### src/hw/rtl/grid_raycast_column_macros.svh
// ----------------------------------------------------------------------------
// Grid ray caster assertion macros
// Concurrent assertion helpers shared by the RTL; compiled out with ASSERT_OFF.
// ----------------------------------------------------------------------------
`ifndef GRID_RAYCAST_COLUMN_MACROS_SVH
`define GRID_RAYCAST_COLUMN_MACROS_SVH
`ifndef ASSERT_OFF
// Same-cycle implication, disabled during reset.
`define GRC_ASSERT_NOW(label, clk, rst, ante, cons, msg) \
   label: assert property (@(posedge clk) disable iff (rst) (ante) |-> (cons)) else $error(msg);
// Next-cycle implication, disabled during reset.
`define GRC_ASSERT_NEXT(label, clk, rst, ante, cons, msg) \
   label: assert property (@(posedge clk) disable iff (rst) (ante) |=> (cons)) else $error(msg);
`else
`define GRC_ASSERT_NOW(label, clk, rst, ante, cons, msg)
`define GRC_ASSERT_NEXT(label, clk, rst, ante, cons, msg)
`endif
`endif

### src/hw/rtl/grc_pkg.sv
// ----------------------------------------------------------------------------
// Grid ray caster package
// Shared types, sizes and codes of the column ray caster.
// ----------------------------------------------------------------------------
package grc_pkg;

   localparam int MAP_DIM       = 32;
   localparam int MAP_BITS      = $clog2(MAP_DIM);
   localparam int MAP_DEPTH     = MAP_DIM * MAP_DIM;
   localparam int MAP_ADDR_W    = $clog2(MAP_DEPTH);
   localparam int MAX_COLUMNS   = 1024;
   localparam int TEXTURE_WIDTH = 64;
   localparam int TEX_BITS      = $clog2(TEXTURE_WIDTH);
   localparam int TEX_T_W       = TEX_BITS + 1;
   localparam int TEX_SQ_W      = 2 * TEX_BITS + 1;

   // Shared divider width covers the shade numerator.
   localparam int DIV_W     = 34;
   localparam int DIV_CNT_W = $clog2(DIV_W);

   localparam logic [DIV_W-1:0] SHADE_NUM  = 34'd10695475200;
   localparam logic [DIV_W-1:0] SHADE_BASE = 34'd41943040;

   localparam logic OP_WRITE = 1'b0;
   localparam logic OP_CAST  = 1'b1;

   localparam logic [2:0] CSR_FOV       = 3'd0;
   localparam logic [2:0] CSR_COLUMNS   = 3'd1;
   localparam logic [2:0] CSR_ROWS      = 3'd2;
   localparam logic [2:0] CSR_STEP      = 3'd3;
   localparam logic [2:0] CSR_LIMIT     = 3'd4;
   localparam logic [2:0] CSR_MAP_COLS  = 3'd5;
   localparam logic [2:0] CSR_MAP_ROWS  = 3'd6;

   typedef struct packed {
      logic        opcode;
      logic [4:0]  cell_x;
      logic [4:0]  cell_y;
      logic        cell_is_wall;
      logic [15:0] viewer_x;
      logic [15:0] viewer_y;
      logic [15:0] view_angle;
      logic [9:0]  column_index;
   } req_type;

   typedef struct packed {
      logic [9:0]  column_out;
      logic        wall_hit;
      logic [15:0] hit_distance;
      logic [9:0]  slice_top;
      logic [9:0]  slice_bottom;
      logic [5:0]  texture_column;
      logic [7:0]  shade_level;
   } rsp_type;

   typedef struct packed {
      logic             start;
      logic [DIV_W-1:0] num;
      logic [DIV_W-1:0] den;
   } div_req_type;

endpackage

### src/hw/rtl/grc_div.sv
// ----------------------------------------------------------------------------
// Grid ray caster divider
// Restoring unsigned divider, one quotient bit per cycle.
// ----------------------------------------------------------------------------
module grc_div (
   input  logic                      clock,
   input  logic                      reset,
   input  grc_pkg::div_req_type      div_req,
   output logic                      div_done,
   output logic [grc_pkg::DIV_W-1:0] div_quot
);

   logic                          busy_ff, busy_in;
   logic                          done_ff, done_in;
   logic [grc_pkg::DIV_CNT_W-1:0] cnt_ff, cnt_in;
   logic [grc_pkg::DIV_W:0]       rem_ff, rem_in;
   logic [grc_pkg::DIV_W-1:0]     quo_ff, quo_in;
   logic [grc_pkg::DIV_W-1:0]     den_ff, den_in;
   logic [grc_pkg::DIV_W:0]       rem_sh;
   logic [grc_pkg::DIV_W:0]       diff;

   always_comb begin
      busy_in = busy_ff;
      done_in = 1'b0;
      cnt_in  = cnt_ff;
      rem_in  = rem_ff;
      quo_in  = quo_ff;
      den_in  = den_ff;
      rem_sh  = {rem_ff[grc_pkg::DIV_W-1:0], quo_ff[grc_pkg::DIV_W-1]};
      diff    = rem_sh - {1'b0, den_ff};
      if (div_req.start) begin
         busy_in = 1'b1;
         cnt_in  = '0;
         rem_in  = '0;
         quo_in  = div_req.num;
         den_in  = div_req.den;
      end else if (busy_ff) begin
         if (!diff[grc_pkg::DIV_W]) begin
            rem_in = diff;
            quo_in = {quo_ff[grc_pkg::DIV_W-2:0], 1'b1};
         end else begin
            rem_in = rem_sh;
            quo_in = {quo_ff[grc_pkg::DIV_W-2:0], 1'b0};
         end
         cnt_in = cnt_ff + 1'b1;
         if (cnt_ff == grc_pkg::DIV_CNT_W'(grc_pkg::DIV_W - 1)) begin
            busy_in = 1'b0;
            done_in = 1'b1;
         end
      end
   end

   always_ff @(posedge clock) begin
      if (reset) begin
         busy_ff <= 1'b0;
         done_ff <= 1'b0;
      end else begin
         busy_ff <= busy_in;
         done_ff <= done_in;
      end
      cnt_ff <= cnt_in;
      rem_ff <= rem_in;
      quo_ff <= quo_in;
      den_ff <= den_in;
   end

   assign div_done = done_ff;
   assign div_quot = quo_ff;

endmodule

### config.mk
export PLATFORM = sky130hd
export DESIGN_NAME = grc_div
export DESIGN_NICKNAME = d
export VERILOG_FILES = /design/src/hw/rtl/grid_raycast_column_macros.svh /design/src/hw/rtl/grc_pkg.sv /design/src/hw/rtl/grc_div.sv
export SDC_FILE = /design/constraint.sdc
export NUM_CORES = 1
export LEC_CHECK = 0
export BUFFER_PORTS_ARGS = -buffer_cell sky130_fd_sc_hd__buf_2
export CORE_ASPECT_RATIO = 0.5
export CORE_MARGIN = 4
export CORE_UTILIZATION = 59
export CTS_BUF_LIST = sky130_fd_sc_hd__clkbuf_8
export CTS_CLUSTER_DIAMETER = 150
export DETAILED_ROUTE_END_ITERATION = 7
export GPL_TIMING_DRIVEN = 0
export PLACE_DENSITY = 0.92
export SYNTH_ARGS = -nofsm -noshare
export SYNTH_HDL_FRONTEND = slang
export SYNTH_SLANG_ARGS = --single-unit
### constraint.sdc
create_clock -name clock -period 3.9 [get_ports clock]
set_input_delay 0.78 -clock clock [delete_from_list [all_inputs] [get_ports clock]]
set_output_delay 0.78 -clock clock [all_outputs]
set_load 0.05 [all_outputs]
; Yosys cells after proc, flatten, opt, wreduce, memory -nomap -nowiden
; Cells that the tools add are included.
[op_classes]
add_sub_neg = 2
n_reduce_logical = 2
mux = 8
n_eq_ne = 1
bitwise_logic = 1
[ops]
columns = operator, n
row1 = 34-bit two-way mux, 3
row2 = 35-bit by 34-bit subtractor with 35-bit output, 1
row3 = "6-bit by 1-bit adder with 6-bit output, second input constant", 1
row4 = "6-bit == test, second input constant", 1
row5 = 1-bit two-way mux, 5
row6 = 3-bit OR reduction, 1
row7 = 2-bit nonzero test, 1
row8 = 1-bit inverter, 1
[word_totals]
ff_bits = 110

; Longest topological paths before layout
; Gate-level depths: netlist of the first run.
[logic_depth]
depth_word = 4
depth_mapped = 15
depth_no_buf = 13

; Worst setup path before layout of the first run
; OpenSTA, ideal clock, no wires.
[synth_timing]
path_kind = flip-flop to flip-flop
from = register quo_ff (netlist bit div_quot[33])
to = register rem_ff[32] (netlist name)
stages_incl_launch_ff = 14
n_path_buf = 0
t_required_ps = 3827
setup_time_ps = 73
arrival_ps = 3186
slack_ps = 641
cell_sequence = edfxtp_1 inv_1 ha_1 inv_1 fa_1 a21oi_1 o22ai_2 nor4b_4 o21ai_2 a311oi_4 nor3_1 a21o_1 or4_4 o211ai_2
[synth_via]
elab_chain_cells = 2
[synth_rtl]
columns = element, line_no
row1 = start: declaration, grc_div.sv:17  ; logic [grc_pkg::DIV_W-1:0] quo_ff, quo_in;
row2 = start signal: assignment, grc_div.sv:63  ; quo_ff <= quo_in;
row3 = 35-bit by 34-bit subtractor with 35-bit output, grc_div.sv:30  ; diff = rem_sh - {1'b0, den_ff};
row4 = 34-bit two-way mux, grc_div.sv:38  ; if (!diff[grc_pkg::DIV_W]) begin
row5 = end signal: assignment, grc_div.sv:62  ; rem_ff <= rem_in;
row6 = end: declaration, grc_div.sv:16  ; logic [grc_pkg::DIV_W:0] rem_ff, rem_in;
; No other way between the ends.
; A chain may end at the register's enable or synchronous reset.

; Final worst setup path of the first run
; Same ends and word-level chain as after synthesis.

==> flow_metrics.py, run 1 <==
metrics = {
    "synth": {
        "seq_area_frac_synth": 0.453,
        "synth_warnings": 0,
        "synth.distinct_cells": 69,
        "synth_top_family_by_area": "simple AND/OR/NAND/NOR gates",
        "synth-simple-area-share": 0.155,
        "ys_ff_latch": 110,
        "synth-main-ff-cell": "edfxtp_1",
        "synth_mux_area_frac": 0.0710,
        "netlist_area_mm2": 0.00636,
        "synth_nets": 743,
        "synth_fa_ha_area_frac": 0.0739,
        "synth_compound_area_frac": 0.151,
        "postSynthCellCount": 635,
        "syn_area_per_cell_um2": 10.0,
        "synthXorXnorAreaFrac": 0.0478,
        "synth.largest_area_cell": "edfxtp_1",
        "synthArstFlopShare": 0,
        "synth_edf_count": 68,
        "yosys-top-cells-area": "edfxtp_1 (32%), dfxtp_1 (13%), ha_1 (7.1%), mux2_2 (5.8%), nand2_1 (4.7%)",
        "synth_top_area_frac": 0.321,
    },
    "setup_path": {
        "crit_buf_inv": 2,
        "cpLargestDelayFamily": "compound AO/OA/AOI/OAI gates",
        "cpPeakStageDelay_ns": 0.47,
        "worstPathRequired_ns": 4.22,
        "end_kind": "flop",
        "slowest_stage": "or4_4",
        "crit_path_start_kind": "flop",
        "crit_top_cell": "inv_1",
        "crit_arrival_ns": 3.77,
        "crit_fanout": 4,
        "crit_chain": "inv_1, ha_1, inv_1, fa_1, a21oi_1, o22ai_2, nor4b_4, o21ai_2, a311oi_4, nor3_1, a21o_1, or4_4, o211ai_2",
        "worstSetupPathType": "flop to flop",
    },
    "power": {
        "p_total_mw": 2.78,
        "vdd_ir_drop_max_mv": 0.276,
        "p_leak_nw": 2.99,
        "p_per_area_mw_per_mm2": 384,
    },
    "clock_network": {
        "clockBufferDepth": 2,
        "clk_pin_slew_ns": 0.12,
        "cts_repair_resize_count": 0,
        "cts_buffers": 9,
        "cts_tree": "yes",
        "postCtsHoldBufs": 0,
        "cts.sinks": 110,
        "htree_num_levels": 3,
        "cts_setup_buffers": 0,
        "worstSkewPairLatency_ns": 0.38,
        "root_buffer": "clkbuf_8",
    },
    "drt": {
        "drt_pre_antenna_iters": 5,
        "routedWlPerCell_um": 17.6,
        "avgViaCountPerCell": 6.03,
        "ant_nets": 0,
        "drt_iter0_drc": 477,
        "routed_wl_um": 15800,
        "remaining_drc_errors": 0,
        "via_count": 5406,
    },
    "sta": {
        "setup_violations": 0,
        "slew_headroom": 0.154,
        "skew_ns": 0.0145,
        "hold_viol_final": 0,
        "tightest_slew_ns": 1.27,
        "min_period_over_period": 0.883,
        "fmax_mhz": 290,
        "min_period_ns": 3.45,
        "fin_ws_ns": 0.455,
        "rsz0062_at_grt": "no",
        "finalSetupTns_ns": 0,
        "drv_slew": 0,
    },
    "floorplan": {
        "die_area_mm2": 0.0126,
        "die_h_um": 81.4,
        "die_width_um": 155,
        "ioPinCount": 106,
        "rows": 26,
        "start_util": 0.613,
        "core_mm2": 0.0104,
    },
    "grt": {
        "grt_pass1_wl_um": 26000,
        "grt_pass1_vias": 5390,
        "antenna_found_initial": 0,
        "grt-ovfl-total": 0,
        "grt_usage": 0.258,
        "grt_max_degree": 37,
    },
    "placed_design": {
        "dpl.cell_count": 880,
        "dp_hpwl_um": 11700,
        "port_buffers": 105,
        "place.gp.congestion": 0.934,
        "dp_slack_ns": 0.112,
    },
    "final_layout": {
        "drive_gt1_frac": 0.247,
        "fillCellCount": 756,
        "fin_cells": 896,
        "nets": 859,
        "synthToLayoutAreaGrowth_pct": 13.8,
        "antennaDiodeCount": 0,
    },
    "run": {
        "maxCapViolCount": 0,
    },
    "status": {
        "status": "finished, final reports clean",
    },
    "hold_path": {
        "min_path_type": "flop to flop",
    },
}
area by class of cell:
class	count	area, µm²	area share
clock buffers	9	124	0.0171
inverters	44	165	0.0228
plain buffers	29	146	0.0202
repair buffers	105	526	0.0726
multi-input cells	452	3170	0.438
clock inverters	7	53.8	0.00743
flip-flops and latches	110	2880	0.398
well taps	140	175	0.0242
cell usage in the layout, fill, tap and decap left out, drive strengths merged, types with 2 or more instances in the layout:
| cell type | n |
|---|---|
| a211o | 3 |
| a211oi | 4 |
| a21o | 7 |
| a21oi | 37 |
| a311oi | 22 |
| a31o | 2 |
| a31oi | 4 |
| and3 | 5 |
| and4 | 2 |
| buf | 120 |
| clkbuf | 23 |
| clkinv | 2 |
| dfxtp | 42 |
| edfxtp | 68 |
| ha | 36 |
| inv | 48 |
| mux2 | 33 |
| mux2i | 8 |
| nand2 | 80 |
| nand2b | 2 |
| nand3 | 12 |
| nand4 | 8 |
| nand4b | 2 |
| nor2 | 54 |
| nor2b | 8 |
| nor3 | 9 |
| nor3b | 2 |
| nor4 | 6 |
| nor4b | 3 |
| o211ai | 3 |
| o21a | 2 |
| o21ai | 32 |
| o311ai | 4 |
| o31ai | 3 |
| or2 | 3 |
| or3 | 7 |
| xnor2 | 21 |
| xor2 | 12 |
synth_stat cells, types with 2 or more instances:
library cell,count
a211o_1,2
a211oi_1,4
nor2b_1,8
a311oi_1,17
mux2_2,33
xnor2_1,19
o21a_1,2
nand3_1,12
inv_1,44
o211ai_1,2
buf_2,6
nand2b_1,2
nor3_1,9
nor2_1,54
dfxtp_1,42
buf_4,2
nand4b_1,2
or2_2,2
nand2_1,80
a21o_1,7
and3_1,4
xor2_1,12
o21ai_0,27
ha_1,36
o21ai_2,2
nor4b_1,2
o311ai_0,3
a21oi_1,37
a31oi_1,4
o31ai_1,3
or3_1,7
xnor2_2,2
a31o_2,2
buf_1,4
nor4_1,5
nor3b_1,2
clkbuf_1,14
edfxtp_1,68
a311oi_2,4
nand4_1,8
mux2i_1,8
buf_6,3
o21ai_1,3
worst reg2reg max path, stage by stage, from the launching register on:
cell and delay [ns]:
edfxtp_1 0.43, inv_1 0.08, ha_1 0.17, inv_1 0.06, fa_1 0.40, a21oi_1 0.25
o22ai_2 0.16, nor4b_4 0.34, o21ai_2 0.16, a311oi_4 0.44, nor3_1 0.10, a21o_1 0.17
or4_4 0.47, o211ai_2 0.15
per-stage QoR:
stage	hold WS (ns)	instance area [µm²]	utilization
finish	0.499	7240	0.698
global route	0.529	7240	0.698
CTS	0.499	7240	0.698
detailed placement	0.481	7070	0.681
global placement	0.465	7070	0.681
floorplan	0.443	6360	-
flip-flops by register name, indices dropped and copies added (netlist names):
name and count:
den_ff 34, div_quot 34, rem_ff 34, cnt_ff 6
busy_ff 1, div_done 1
power breakdown:
part / total, mW / switching (mW) / internal, mW
sequential: 1.39 / 0.0490 / 1.34
combinational: 0.728 / 0.469 / 0.259
clock: 0.666 / 0.425 / 0.241
layer usage:
metal  track usage  routed length (µm)
met1         0.336                6780
met2         0.432                7250
met3        0.0721                1510
met4        0.0634                 210
met5             0                   0
kinds of logic after synthesis:
family,Yosys count
XOR/XNOR,33
flip-flops,110
multiplexers,41
adder cells (fa/ha/maj),37
AND/OR/NAND/NOR,206
AO/OA/AOI/OAI,135
buffers and inverters,73
final timing paths:
kind,cells past startpoint,start,slack [ns],to
hold / removal,2,cnt_ff[5]$_SDFFE_PP0P_,0.50,div_done$_SDFF_PP0_
setup / recovery,13,div_quot[33]$_DFFE_PP_,0.45,rem_ff[32]$_SDFFE_PP0P_
setup reg to reg,13,div_quot[33]$_DFFE_PP_,0.45,rem_ff[32]$_SDFFE_PP0P_
hold reg to reg,2,cnt_ff[5]$_SDFFE_PP0P_,0.50,div_done$_SDFF_PP0_
Note: power is estimated with default switching activity, not from simulation.
==> run 2, diff against run 1 <==
--- a/config.mk
+++ b/config.mk
@@ -5,6 +5,7 @@
 export SDC_FILE = /design/constraint.sdc
 export NUM_CORES = 1
 export LEC_CHECK = 0
+export ABC_CLOCK_PERIOD_IN_PS = 3900
 export BUFFER_PORTS_ARGS = -buffer_cell sky130_fd_sc_hd__buf_2
 export CORE_ASPECT_RATIO = 0.5
 export CORE_MARGIN = 4
@@ -14,6 +15,7 @@
 export DETAILED_ROUTE_END_ITERATION = 7
 export GPL_TIMING_DRIVEN = 0
 export PLACE_DENSITY = 0.92
+export RECOVER_POWER = 50
 export SYNTH_ARGS = -nofsm -noshare
 export SYNTH_HDL_FRONTEND = slang
 export SYNTH_SLANG_ARGS = --single-unit
==> constraint.sdc (replaced) <==
create_clock -name clock -period 3.9 [get_ports clock]
set_input_delay 0.78 -clock clock [delete_from_list [all_inputs] [get_ports clock]]
set_output_delay 0.78 -clock clock [all_outputs]
set_load 0.005 [all_outputs]
==> run 2 against run 1 <==
Net effect:
- wire length increased by 0.18%
- clock power about the same
- combinational power decreased by 18%
- count of clock-buffer cells in the layout unchanged
- clock skew decreased by 0.00072 ns
- hold slack improved by 0.00097 ns
- non-clock buffer count unchanged
- critical path type unchanged
==> flow_metrics.py, run 2 (synthesis results as in run 1) <==
metrics = {
    "drt": {
        "remaining_drc_errors": 0,
        "routed_wl_um": 15800,
        "drt_pre_antenna_iters": 5,
        "drt_iter0_drc": 469,
        "ant_nets": 0,
        "routedWlPerCell_um": 17.6,
        "via_count": 5341,
        "avgViaCountPerCell": 5.96,
    },
    "clock_network": {
        "postCtsHoldBufs": 0,
        "cts_setup_buffers": 0,
        "cts_repair_resize_count": 0,
        "clockBufferDepth": 2,
        "worstSkewPairLatency_ns": 0.38,
        "clk_pin_slew_ns": 0.11,
        "htree_num_levels": 3,
        "cts_tree": "yes",
        "cts_buffers": 9,
        "cts.sinks": 110,
        "root_buffer": "clkbuf_8",
    },
    "placed_design": {
        "port_buffers": 105,
        "place_area_mm2": 0.00707,
        "place.gp.congestion": 0.934,
        "dp_hpwl_um": 11700,
        "dp_slack_ns": 0.112,
    },
    "setup_path": {
        "reg2reg_to": "rem_ff[32]$_SDFFE_PP0P_",
        "r2r_slack_ns": 0.45,
        "worstPathRequired_ns": 4.22,
        "worstReg2RegStart": "div_quot[33]$_DFFE_PP_",
        "worstSetupPathType": "flop to flop",
        "crit_fanout": 4,
        "end_kind": "flop",
        "crit_path_start_kind": "flop",
        "reg2reg_depth": 13,
        "crit_arrival_ns": 3.77,
    },
    "floorplan": {
        "rows": 26,
        "die_h_um": 81.4,
        "core_mm2": 0.0104,
        "start_util": 0.613,
        "die_area_mm2": 0.0126,
        "ioPinCount": 106,
        "die_width_um": 155,
    },
    "sta": {
        "hold_viol_final": 0,
        "rsz0062_at_grt": "no",
        "drv_slew": 0,
        "setup_violations": 0,
        "min_period_over_period": 0.885,
        "fmax_mhz": 290,
        "skew_ns": 0.0137,
        "slew_headroom": 0.156,
        "tightest_slew_ns": 1.26,
        "finalSetupTns_ns": 0,
        "fin_ws_ns": 0.447,
        "min_period_ns": 3.45,
    },
    "power": {
        "p_leak_nw": 2.93,
        "p_per_area_mw_per_mm2": 367,
        "p_total_mw": 2.65,
        "vdd_ir_drop_max_mv": 0.210,
    },
    "final_layout": {
        "drive_gt1_frac": 0.217,
        "fin_area_mm2": 0.00721,
        "layout_commonest_cell": "buf_2",
        "multi_input_area_mm2": 0.00317,
        "antennaDiodeCount": 0,
        "fillCellCount": 770,
        "regArea_mm2": 0.00288,
        "nets": 859,
        "synthToLayoutAreaGrowth_pct": 13.3,
        "layout_common_cells": "buf_2 (88), nand2_1 (80), edfxtp_1 (68), nor2_1 (54), inv_1 (44)",
    },
    "grt": {
        "grt-ovfl-total": 0,
        "grt_pass1_wl_um": 26000,
        "grt_usage": 0.258,
        "antenna_found_initial": 0,
        "grt_pass1_vias": 5390,
        "grt_max_degree": 37,
    },
    "hold_path": {
        "min_path_type": "flop to flop",
        "hold_start": "rem_ff[21]$_SDFFE_PP0P_",
        "min_delay_path_depth": 2,
        "hold_end": "rem_ff[21]$_SDFFE_PP0P_",
    },
    "run": {
        "maxCapViolCount": 0,
    },
    "status": {
        "status": "finished, final reports clean",
    },
}
## run 2: changes by cell type in the layout (fill, tap and decap cells not counted), sizes merged
cell,change
buf,-23
clkbuf,+23
## run 2: worst max-delay path by stage
| stage | from | endpoint | slack, ns | cells after the start |
|---|---|---|---|---|
| 3_3_place_gp | div_req[68] | div_quot[17]$_DFFE_PP_ | 0.30 | 5 |
| 6_report | div_quot[33]$_DFFE_PP_ | rem_ff[32]$_SDFFE_PP0P_ | 0.45 | 13 |
| 5_1_grt | div_quot[33]$_DFFE_PP_ | rem_ff[20]$_SDFFE_PP0P_ | 0.27 | 15 |
| 4_1_cts | div_quot[33]$_DFFE_PP_ | rem_ff[32]$_SDFFE_PP0P_ | 0.49 | 13 |
| 2_1_floorplan | div_quot[33]$_DFFE_PP_ | rem_ff[32]$_SDFFE_PP0P_ | 0.90 | 13 |
| 3_5_place_dp | div_req[68] | div_quot[18]$_DFFE_PP_ | 0.11 | 5 |
## run 2: cell type report
| cell class | instances | area share |
|---|---|---|
| Multi-Input combinational cell | 452 | 0.439 |
| Sequential cell | 110 | 0.400 |
| Timing Repair Buffer | 105 | 0.0689 |
| Tap cell | 140 | 0.0243 |
| Inverter | 44 | 0.0229 |
| Buffer | 29 | 0.0203 |
| Clock buffer | 9 | 0.0172 |
| Clock inverter | 7 | 0.00746 |
## run 2: through the flow
stage | util | cells | hold slack [ns]
after global placement | 0.681 | 880 | 0.465
after global routing | 0.695 | 896 | 0.529
after detailed placement | 0.681 | 880 | 0.481
after floorplan | - | 635 | 0.443
after CTS | 0.698 | 896 | 0.499
final | 0.695 | 896 | 0.500
## run 2: metal layers
| layer | wire, µm | GRT usage |
|---|---|---|
| met5 | 0 | 0 |
| met3 | 1520 | 0.0721 |
| met4 | 168 | 0.0634 |
| met1 | 6780 | 0.336 |
| met2 | 7310 | 0.432 |
## run 2: power by group
part	internal (mW)	switching, mW	total, mW	leakage (nW)
clock network	0.241	0.423	0.665	0.0900
registers	1.34	0.0500	1.39	1.02
logic	0.252	0.344	0.596	1.82
## run 2: worst max-delay path, cell delays in order, from the launching register on
cell and delay, ns:
edfxtp_1 0.43, inv_1 0.08, ha_1 0.17, inv_1 0.06
fa_1 0.40, a21oi_1 0.25, o22ai_2 0.16, nor4b_4 0.34
o21ai_2 0.16, a311oi_4 0.43, nor3_1 0.11, a21o_1 0.17
or4_4 0.47, o211ai_2 0.15
==> run 3, diff against run 2 <==
--- a/config.mk
+++ b/config.mk
@@ -5,11 +5,12 @@
 export SDC_FILE = /design/constraint.sdc
 export NUM_CORES = 1
 export LEC_CHECK = 0
+export ABC_AREA = 1
 export ABC_CLOCK_PERIOD_IN_PS = 3900
 export BUFFER_PORTS_ARGS = -buffer_cell sky130_fd_sc_hd__buf_2
 export CORE_ASPECT_RATIO = 0.5
 export CORE_MARGIN = 4
-export CORE_UTILIZATION = 59
+export CORE_UTILIZATION = 60
 export CTS_BUF_LIST = sky130_fd_sc_hd__clkbuf_8
 export CTS_CLUSTER_DIAMETER = 150
 export DETAILED_ROUTE_END_ITERATION = 7
==> run 3 against run 2 <==
Net effect:
- worst setup slack gained 0.48 ns
- global-route usage rose by 2.7 points
- count of clock-buffer cells in the layout unchanged
- fmax increased by 16%
- highest routed layer is now met5
==> flow_metrics.py, run 3 <==
metrics = {
    "grt": {
        "grt_pass1_vias": 6619,
        "grt_usage": 0.284,
        "grt_util_met2": 0.442,
        "met3_usage": 0.0796,
        "grt_use_met1": 0.390,
        "grt-ovfl-total": 0,
        "grt_pass1_wl_um": 31500,
        "grt_max_degree": 39,
        "antenna_found_initial": 1,
        "busiest_layer": "met2",
    },
    "floorplan": {
        "die_h_um": 85.1,
        "die_width_um": 162,
        "die_area_mm2": 0.0138,
        "rows": 27,
        "start_util": 0.632,
        "ioPinCount": 106,
        "core_mm2": 0.0113,
    },
    "drt": {
        "avgViaCountPerCell": 5.25,
        "via_count": 6831,
        "remaining_drc_errors": 0,
        "ant_nets": 0,
        "drt_iter0_drc": 631,
        "drt_pre_antenna_iters": 5,
        "routedWlPerCell_um": 14.7,
        "routed_wl_um": 19100,
    },
    "clock_network": {
        "clockBufferDepth": 2,
        "root_buffer": "clkbuf_8",
        "worstSkewPairLatency_ns": 0.38,
        "cts_tree": "yes",
        "cts_setup_buffers": 0,
        "htree_num_levels": 3,
        "clk_pin_slew_ns": 0.11,
        "cts_repair_resize_count": 0,
        "postCtsHoldBufs": 0,
        "cts.sinks": 110,
        "cts_buffers": 9,
    },
    "synth": {
        "ys_ff_latch": 110,
        "seq_area_frac_synth": 0.404,
        "synthArstFlopShare": 0,
        "netlist_area_mm2": 0.00713,
        "synth.distinct_cells": 36,
        "synth_warnings": 0,
        "synth.largest_area_cell": "edfxtp_1",
        "synth.most_common_cell": "nand2_1",
        "postSynthCellCount": 1019,
        "synth_nets": 1127,
        "synth-main-ff-cell": "edfxtp_1",
        "syn_area_per_cell_um2": 7.00,
        "synth_edf_count": 68,
        "synth_common_cells": "nand2_1 (429), inv_1 (174), edfxtp_1 (68), nand3_1 (64), nor2_1 (63)",
        "yosys-top-cells-area": "edfxtp_1 (29%), nand2_1 (23%), dfxtp_1 (12%), inv_1 (9.2%), ha_1 (6.3%)",
        "synth_top_area_frac": 0.286,
    },
    "setup_path": {
        "worstPathRequired_ns": 4.20,
        "reg2reg_to": "rem_ff[27]$_SDFFE_PP0P_",
        "cpPeakStageDelay_ns": 1.00,
        "reg2reg_depth": 15,
        "r2r_slack_ns": 1.35,
        "end_kind": "flop",
        "worstSetupPathType": "primary input to flop",
        "crit_chain": "buf_2, nor2_1, inv_1, buf_16, o22ai_1",
        "worstReg2RegStart": "div_quot[33]$_DFFE_PP_",
        "slowest_stage": "nor2_1",
        "crit_path_start_kind": "primary input",
        "crit_arrival_ns": 3.27,
        "crit_fanout": 38,
    },
    "sta": {
        "setup_violations": 0,
        "skew_ns": 0.0123,
        "rsz0062_at_grt": "no",
        "tightest_slew_ns": 1.15,
        "drv_slew": 0,
        "finalSetupTns_ns": 0,
        "holdWs_ns": 0.483,
        "min_period_over_period": 0.763,
        "fmax_mhz": 336,
        "slew_headroom": 0.233,
        "min_period_ns": 2.97,
        "hold_viol_final": 0,
    },
    "final_layout": {
        "nets": 1244,
        "fin_cells": 1301,
        "synthToLayoutAreaGrowth_pct": 12.8,
        "fillCellCount": 998,
        "fin_util": 0.713,
        "fin_area_mm2": 0.00804,
        "layout_common_cells": "nand2_1 (429), inv_1 (176), buf_2 (79), edfxtp_1 (68), nand3_1 (64)",
        "layout_commonest_cell": "nand2_1",
        "drive_gt1_frac": 0.111,
    },
    "power": {
        "p_leak_nw": 4.39,
        "p_per_area_mw_per_mm2": 295,
        "vdd_ir_drop_max_mv": 0.216,
    },
    "status": {
        "status": "finished, final reports clean",
    },
    "placed_design": {
        "dp_hpwl_um": 15200,
        "place_area_mm2": 0.00786,
        "port_buffers": 105,
        "place.gp.congestion": 1.03,
        "dpl.cell_count": 1283,
    },
    "run": {
        "maxCapViolCount": 0,
    },
    "hold_path": {
        "hold_start": "rem_ff[10]$_SDFFE_PP0P_",
        "min_delay_path_depth": 2,
        "hold_end": "rem_ff[10]$_SDFFE_PP0P_",
        "min_path_type": "flop to flop",
    },
}
==> run 3: per-layer routing <==
metal  wire [µm]  part of all wire
met1        8350              0.44
met2        8260              0.43
met3        2100              0.11
met4         412             0.022
met5           8           0.00042
==> run 3: area by class of cell <==
cell class / count / area (µm²) / area share
diodes: 1 / 2.50 / 0.000311
clock buffers: 9 / 124 / 0.0154
repair buffers: 106 / 520 / 0.0647
inverters: 177 / 664 / 0.0826
multi-input cells: 712 / 3450 / 0.429
well taps: 159 / 199 / 0.0247
flip-flops and latches: 110 / 2880 / 0.359
plain buffers: 20 / 138 / 0.0171
clock inverters: 7 / 63.8 / 0.00794
==> run 3: stage by stage <==
stage	total power, mW	setup slack (ns)
2_1_floorplan	1.57	1.73
3_3_place_gp	1.70	0.341
3_5_place_dp	1.72	0.249
4_1_cts	2.38	0.635
5_1_grt	2.50	0.778
6_report	2.37	0.926
==> run 3: report_power, final <==
group | switching (mW) | internal [mW]
combinational | 0.221 | 0.125
clock | 0.431 | 0.247
sequential | 0.0350 | 1.32
==> run 3: cells by family (layout without fill, tap and decap cells) <==
group / Yosys count / after routing / share of synthesized area
adder cells (fa/ha/maj): 37 / 37 / 0.0660
AO/OA/AOI/OAI: 63 / 63 / 0.0514
other: 0 / 1 / 0
buffers and inverters: 197 / 319 / 0.112
XOR/XNOR: 17 / 17 / 0.0209
flip-flops: 110 / 110 / 0.404
AND/OR/NAND/NOR: 595 / 595 / 0.345
==> run 3: worst max path at each step <==
| stage | to | startpoint | slack, ns | cells after the start |
|---|---|---|---|---|
| 2_1_floorplan | div_quot[0]$_DFFE_PP_ | div_quot[33]$_DFFE_PP_ | 1.73 | 13 |
| 3_3_place_gp | div_quot[33]$_DFFE_PP_ | div_req[68] | 0.34 | 3 |
| 3_5_place_dp | div_quot[33]$_DFFE_PP_ | div_req[68] | 0.25 | 3 |
| 4_1_cts | cnt_ff[1]$_SDFFE_PP0P_ | div_req[68] | 0.63 | 4 |
| 5_1_grt | cnt_ff[1]$_SDFFE_PP0P_ | div_req[68] | 0.78 | 5 |
| 6_report | cnt_ff[1]$_SDFFE_PP0P_ | div_req[68] | 0.93 | 5 |
==> run 3: critical path, delay by kind of cell <==
kind / cells / cell delay (ns)
buf+inv: 3 / 1.30
compound gates: 1 / 0.16
simple gates: 1 / 1.00
